==> config.mk <==
export PLATFORM = sky130hd
export DESIGN_NAME = psfh_ctrl
export DESIGN_NICKNAME = d
export VERILOG_FILES = /design/src/psfh_pkg.sv /design/src/psfh_ctrl.sv
export SDC_FILE = /design/constraint.sdc
export NUM_CORES = 1
export LEC_CHECK = 0
export BUFFER_PORTS_ARGS = -buffer_cell sky130_fd_sc_hd__buf_2
export CORE_MARGIN = 4
export CORE_UTILIZATION = 42
export CTS_CLUSTER_SIZE = 16
export DETAILED_ROUTE_END_ITERATION = 7
export PLACE_DENSITY = 0.71
export SLEW_MARGIN = 20
export SYNTH_ARGS = -nofsm -noshare
export SYNTH_HDL_FRONTEND = slang
export SYNTH_SLANG_ARGS = --single-unit
==> constraint.sdc <==
create_clock -name i_clk -period 1.6 [get_ports i_clk]
set_clock_uncertainty 0.1 [all_clocks]
set_input_delay 0.16 -clock i_clk [delete_from_list [all_inputs] [get_ports i_clk]]
set_output_delay 0.16 -clock i_clk [all_outputs]
set_load 0.005 [all_outputs]
==> src/psfh_pkg.sv <==
// Shared types and constants of the PC sampling function histogram.
`timescale 1ns / 1ps
package psfh_pkg;

    localparam int TABLE_BITS_DEF  = 16;
    localparam int FUNC_DEPTH_DEF  = 16384;
    localparam int PROBE_LIMIT_DEF = 64;

    localparam logic [63:0] GOLDEN = 64'h9E3779B97F4A7C15;

    typedef enum logic [1:0] {
        M_LOAD   = 2'd0,
        M_SAMPLE = 2'd1,
        M_READ   = 2'd2,
        M_CLEAR  = 2'd3
    } t_mode;

    typedef enum logic [2:0] {
        ST_LOADED = 3'd0,
        ST_NEW    = 3'd1,
        ST_EXIST  = 3'd2,
        ST_DROP   = 3'd3,
        ST_READ   = 3'd4,
        ST_CLEAR  = 3'd5
    } t_status;

    typedef enum logic [1:0] {
        CFG_BASE  = 2'd0,
        CFG_END   = 2'd1,
        CFG_COUNT = 2'd2
    } t_cfg_idx;

    typedef enum logic [1:0] {
        E_LOAD,
        E_SAMPLE,
        E_READ,
        E_CLEAR
    } t_emit;

    typedef enum logic [4:0] {
        S_INIT, S_IDLE, S_LOAD, S_WIN, S_SRD, S_SCMP, S_KEY,
        S_M0, S_M1, S_M2, S_M3, S_PRD, S_PCMP, S_SEMIT,
        S_RDRD, S_RDOUT, S_CLR, S_CLEMIT
    } t_state;

    typedef struct packed {
        logic [1:0]  mode;
        logic [13:0] entry_index;
        logic [31:0] entry_value;
        logic [63:0] sample_address;
        logic [15:0] slot_index;
    } t_in;

    typedef struct packed {
        logic [2:0]  status;
        logic [63:0] hist_key;
        logic [31:0] hist_count;
        logic [31:0] func_start;
        logic        is_external;
        logic [31:0] sample_total;
        logic [31:0] external_samples;
        logic [31:0] dropped_samples;
    } t_out;

    typedef struct packed {
        logic       cap;
        logic       load_wr;
        logic       win;
        logic       srch_upd;
        logic       key_sel;
        logic       mul_en;
        logic [1:0] mul_ph;
        logic       slot_init;
        logic       prb_upd;
        logic       rd_sel;
        logic       clr_wr;
        logic       emit;
        t_emit      emit_kind;
    } t_cmd;

    typedef struct packed {
        logic srch_done;
        logic prb_stop;
        logic clr_last;
    } t_stat;

    function automatic logic [31:0] sat_inc(input logic [31:0] v);
        return (v == '1) ? v : v + 32'd1;
    endfunction

endpackage

==> src/psfh_ctrl.sv <==
// Controller state machine of the PC sampling function histogram.
`timescale 1ns / 1ps
module psfh_ctrl (
    input  logic           i_clk,
    input  logic           i_rst_n,
    input  logic           i_start,
    input  logic [1:0]     i_mode,
    input  psfh_pkg::t_stat i_stat,
    output psfh_pkg::t_cmd  o_cmd,
    output logic           o_busy
);
    import psfh_pkg::*;

    t_state r_state, n_state;

    always_ff @(posedge i_clk) begin
        if (!i_rst_n) begin
            r_state <= S_INIT;
        end else begin
            r_state <= n_state;
        end
    end

    always_comb begin
        n_state = r_state;
        case (r_state)
            S_INIT:   if (i_stat.clr_last) n_state = S_IDLE;
            S_IDLE: begin
                if (i_start) begin
                    case (t_mode'(i_mode))
                        M_LOAD:   n_state = S_LOAD;
                        M_SAMPLE: n_state = S_WIN;
                        M_READ:   n_state = S_RDRD;
                        default:  n_state = S_CLR;
                    endcase
                end
            end
            S_LOAD:   n_state = S_IDLE;
            S_WIN:    n_state = S_SRD;
            S_SRD:    n_state = i_stat.srch_done ? S_KEY : S_SCMP;
            S_SCMP:   n_state = S_SRD;
            S_KEY:    n_state = S_M0;
            S_M0:     n_state = S_M1;
            S_M1:     n_state = S_M2;
            S_M2:     n_state = S_M3;
            S_M3:     n_state = S_PRD;
            S_PRD:    n_state = S_PCMP;
            S_PCMP:   n_state = i_stat.prb_stop ? S_SEMIT : S_PRD;
            S_SEMIT:  n_state = S_IDLE;
            S_RDRD:   n_state = S_RDOUT;
            S_RDOUT:  n_state = S_IDLE;
            S_CLR:    if (i_stat.clr_last) n_state = S_CLEMIT;
            S_CLEMIT: n_state = S_IDLE;
            default:  n_state = S_IDLE;
        endcase
    end

    always_comb begin
        o_cmd = '0;
        o_cmd.emit_kind = E_LOAD;
        o_busy = 1'b1;
        case (r_state)
            S_INIT:   o_cmd.clr_wr = 1'b1;
            S_IDLE: begin
                o_busy = 1'b0;
                o_cmd.cap = i_start;
            end
            S_LOAD: begin
                o_cmd.load_wr = 1'b1;
                o_cmd.emit = 1'b1;
                o_cmd.emit_kind = E_LOAD;
            end
            S_WIN:    o_cmd.win = 1'b1;
            S_SCMP:   o_cmd.srch_upd = 1'b1;
            S_KEY:    o_cmd.key_sel = 1'b1;
            S_M0: begin
                o_cmd.mul_en = 1'b1;
                o_cmd.mul_ph = 2'd0;
            end
            S_M1: begin
                o_cmd.mul_en = 1'b1;
                o_cmd.mul_ph = 2'd1;
            end
            S_M2: begin
                o_cmd.mul_en = 1'b1;
                o_cmd.mul_ph = 2'd2;
            end
            S_M3:     o_cmd.slot_init = 1'b1;
            S_PCMP:   o_cmd.prb_upd = 1'b1;
            S_SEMIT: begin
                o_cmd.emit = 1'b1;
                o_cmd.emit_kind = E_SAMPLE;
            end
            S_RDRD:   o_cmd.rd_sel = 1'b1;
            S_RDOUT: begin
                o_cmd.emit = 1'b1;
                o_cmd.emit_kind = E_READ;
            end
            S_CLR:    o_cmd.clr_wr = 1'b1;
            S_CLEMIT: begin
                o_cmd.emit = 1'b1;
                o_cmd.emit_kind = E_CLEAR;
            end
            default:  o_busy = 1'b1;
        endcase
    end
endmodule

# Yosys cells after proc, flatten, opt, wreduce, memory -nomap -nowiden
# Index checks and enable logic that the tools add are counted.
[word_totals] register_bits=5 inputBits=8 out_inout_bits=16 word_cells=47
[op_classes] n_eq_ne=22 mux=19 n_reduce_logical=5
[ops] op="one-hot mux 5 bit (13 select lines)" n=1
[ops] op="equality test 5 x 4 -> 1 bit (second input constant)" n=8
[ops] op="equality test 5 x 3 -> 1 bit (second input constant)" n=4
[ops] op="2-to-1 mux 5 bit" n=3
[ops] op="one-hot mux 5 bit (3 select lines)" n=1
[ops] op="one-hot mux 3 bit (4 select lines)" n=1
[ops] op="equality test 5 x 2 -> 1 bit (second input constant)" n=2
[ops] op="equality test 5 bit (second input constant)" n=2
[ops] op="2-to-1 mux 1 bit" n=10
[ops] op="one-hot mux 3 bit (3 select lines)" n=1
[ops] op="inequality test 2 bit (second input constant)" n=3
[ops] op="equality test 5 x 1 -> 1 bit (second input constant)" n=1
[ops] op="zero test 5 bit" n=1
[ops] op="OR reduction 2 bit" n=2
[ops] op="2-to-1 mux 3 bit" n=1
[ops] op="AND reduction 3 bit" n=1
[ops] op="equality test 2 x 1 -> 1 bit (second input constant)" n=1
[ops] op="equality test 2 bit (second input constant)" n=1
[ops] op="zero test 2 bit" n=1
[ops] op="2-to-1 mux 2 bit" n=1

# Logic depth before layout (Yosys ltp)
[depth] depth_word=4 ltp_mapped=6 ltp_nobuf=4

# Worst setup path before layout
# Ideal clock, no wire load.
[synth_path] path_kind="register -> register" start="reg r_state[0]" end="reg r_state[1]" arrival_time_ns=1.230 setup_slack_ns=0.182 stages_incl_launch_ff=5 n_path_buf=1 synth_period_minus_slack_ns=1.418 cell_sequence="dfxtp_1 > buf_4 > or3_4 > o32a_4 > a311oi_2"
[synth_via] elab_chain_cells=3 elab_cells_between_ends=20 cone_classes="16 x eq/ne; 1 x mux; 3 x reduce/logical"
[synth_lines] element="from (decl)" line_no="psfh_ctrl.sv:14" source="t_state r_state, n_state;"
[synth_lines] element="from (signal assigned)" line_no="psfh_ctrl.sv:20" source="r_state <= n_state;"
[synth_lines] element="equality test 5 x 3 -> 1 bit (tied with other cells)" line_no="psfh_ctrl.sv:26" source="case (r_state)"
[synth_lines] element="OR reduction 2 bit (no source line) or inequality test 2 bit (tied branches)"
[synth_lines] element="one-hot mux 5 bit (13 select lines) or AND reduction 3 bit (tied branches)"
# Parallel ways exist; a longest one is shown, timed or not.
# A chain may end at the register's enable or synchronous reset.

==> flow_summary.ini <==
[worst_setup_path]
crit_chain = nand2b_4 > or3_4 > o21a_1 > nor2_1 > buf_2
cp-startpoint = r_state[3]$_SDFFE_PN0P_
cpLargestDelayFamily = simple AND/OR/NAND/NOR gates
crit_buf_inv = 1
critPathLaunchType = register
crit_required_ps = 1340
reg2reg_from = r_state[2]$_SDFFE_PN0P_
crit_fanout = 3
critical_path_class = register to primary output
cp.depth = 5
cpPeakStageDelay_ps = 350
r2r_cells = 4
critical_path_arrival_ps = 1430
cp-end-kind = primary output
cpMaxStageDelayCell = dfxtp_4

[clock_tree]
cts_tree = yes
cts.sinks = 5
clk_pin_slew_ps = 40
clock_tree.buffer_depth = 2
hold_buffers = 0
cts_root_buffer = clkbuf_4
cts_max_level = 1
clkLatencyLatePin_ps = 250
numCtsBuffers = 3

[synthesis]
syn-num-nets = 97
synth_top_area_share = 0.151
ys_seq_area_frac = 0.151
yosys_register_bits = 5
netlist_area_um2 = 664
syn_inst = 89
syn_area_per_cell_um2 = 7.47
synth_cell_types = 38
yosys_warnings = 0
synth.area.top_cells = dfxtp_1, nand2b_1, nor2_1
yosysTopAreaCell = dfxtp_1

[placement]
dp_cells = 132
numPortBuffers = 23
gp_congestion = 0.851
dp_hpwl_um = 1480
place_ws_ps = 16.1
postPlaceCellArea_um2 = 833

[run]
maxCapViolations = 0

[die]
ios = 24
initial_core_util = 0.441
rows = 14
die_h_um = 47.8
dieArea_um2 = 2280
die_w_um = 47.8
core_um2 = 1510

[timing]
fin_setup_tns_ps = -253
rsz0062_at_grt = yes
setup_viol = 6
whs_ps = 79.1
slew_violations = 0
clock.fmax_ghz = 0.592
tightestPinTransition_ps = 414
min_period_over_period = 1.06
min_period_ps = 1690
slew_headroom = 0.721
hold_viol = 0
worst_slack_ps = -88.3

[final_layout]
top_register = r_state
final_common_cell = buf_2
utilization = 0.677
area_delta_synth_final_pct = 53.5
fin_cells = 143
final_cell_mix = buf_2, buf_4, nor2_1
diodes = 0
reg_top3 = r_state x5
final_nets = 136
drive_gt1_frac = 0.559
largest_register_ff_count = 5
final_cell_area_um2 = 1020

[power_and_ir_drop]
powerDensity_nw_per_um2 = 406
p_leak_nw = 0.429
power.total_uw = 414
peakVddDrop_uv = 329

[status]
violations = negative setup slack
status = finished with violations

[drt]
wl_um = 2310
post_drt_via_cell_ratio = 6.02
drc = 0
drt_iter0_drc = 31
via_count = 861
firstDrtPassIters = 4
ant_nets = 0
avgRoutedWirePerCell_um = 16.1

[global_routing]
grt_use_total = 0.214
grt_max_degree = 14
overflow = 0
grt_pass1_wl_um = 3420
grt_pass1_vias = 755
antenna_found_initial = 0

[worst_hold_path]
hold_path.startpoint = i_rst_n
worstHoldPathCells = 3
hold_class = primary input to register
## Yosys cell counts
cell / instances
o32ai_1: 3
or2_1: 1
and3b_1: 1
o21ai_0: 2
a31oi_1: 1
nor3_1: 4
a22oi_1: 1
nand2_1: 4
nor2_1: 14
a2111oi_2: 1
nor3b_1: 1
a311oi_2: 1
nor2_2: 1
or4_1: 1
a21oi_1: 6
a21o_1: 1
o21a_1: 2
inv_2: 1
buf_6: 2
buf_1: 1
o31ai_4: 1
nand2b_1: 9
buf_4: 2
nor4_2: 2
inv_1: 3
nand3_1: 1
o22a_1: 1
and3_4: 1
mux2i_1: 2
or3_4: 1
buf_2: 3
o211a_1: 1
o21bai_1: 1
dfxtp_1: 5
o32a_4: 1
nor4_1: 3
or3_1: 2
nand2_2: 1
## kinds of logic (layout without fill, tap and decap cells)
kind of cell	Yosys count	after routing	synth area share
flip-flops	5	5	0.151
multiplexers	2	2	0.0301
buffers and inverters	12	50	0.107
AND/OR/NAND/NOR	47	47	0.407
AO/OA/AOI/OAI	23	23	0.305
## repair_timing
item	in CTS	in global routing
buffers inserted	3	4
pin swaps	1	2
endpoints found under the setup margin	15	17
resized for setup	11	14
## report_power, final
part | switching, mW | internal [mW]
clock network | 0.0552 | 0.0945
logic | 0.0697 | 0.0623
registers | 0.00805 | 0.124
## worst paths after layout
| path | end | slack, ps |
|---|---|---|
| hold reg to reg | r_state[0]$_SDFFE_PN0P_ | 530 |
| setup reg to reg | r_state[1]$_SDFFE_PN0P_ | -10 |
| setup / recovery | o_cmd[9] | -90 |
| hold / removal | r_state[4]$_SDFFE_PN0P_ | 80 |
## per-layer routing
| layer | share of wire | global-route usage |
|---|---|---|
| met1 | 0.42 | 0.271 |
| met2 | 0.50 | 0.340 |
| met3 | 0.045 | 0.0526 |
| met4 | 0.028 | 0.0968 |
| met5 | 0 | 0 |
## worst min-delay path, cell delays in order
cell and delay, ps:
buf_2 120, inv_1 60, nor4_2 40
## area by class of cell
type / count / area (um^2)
sequential: 5 / 116
timing repair buffer: 42 / 274
clock buffer: 4 / 26.3
inverter: 4 / 17.5
tap: 16 / 20.0
multi-input combinational: 72 / 566
fill: 116 / 487
Note: power is estimated with default switching activity, not from simulation.
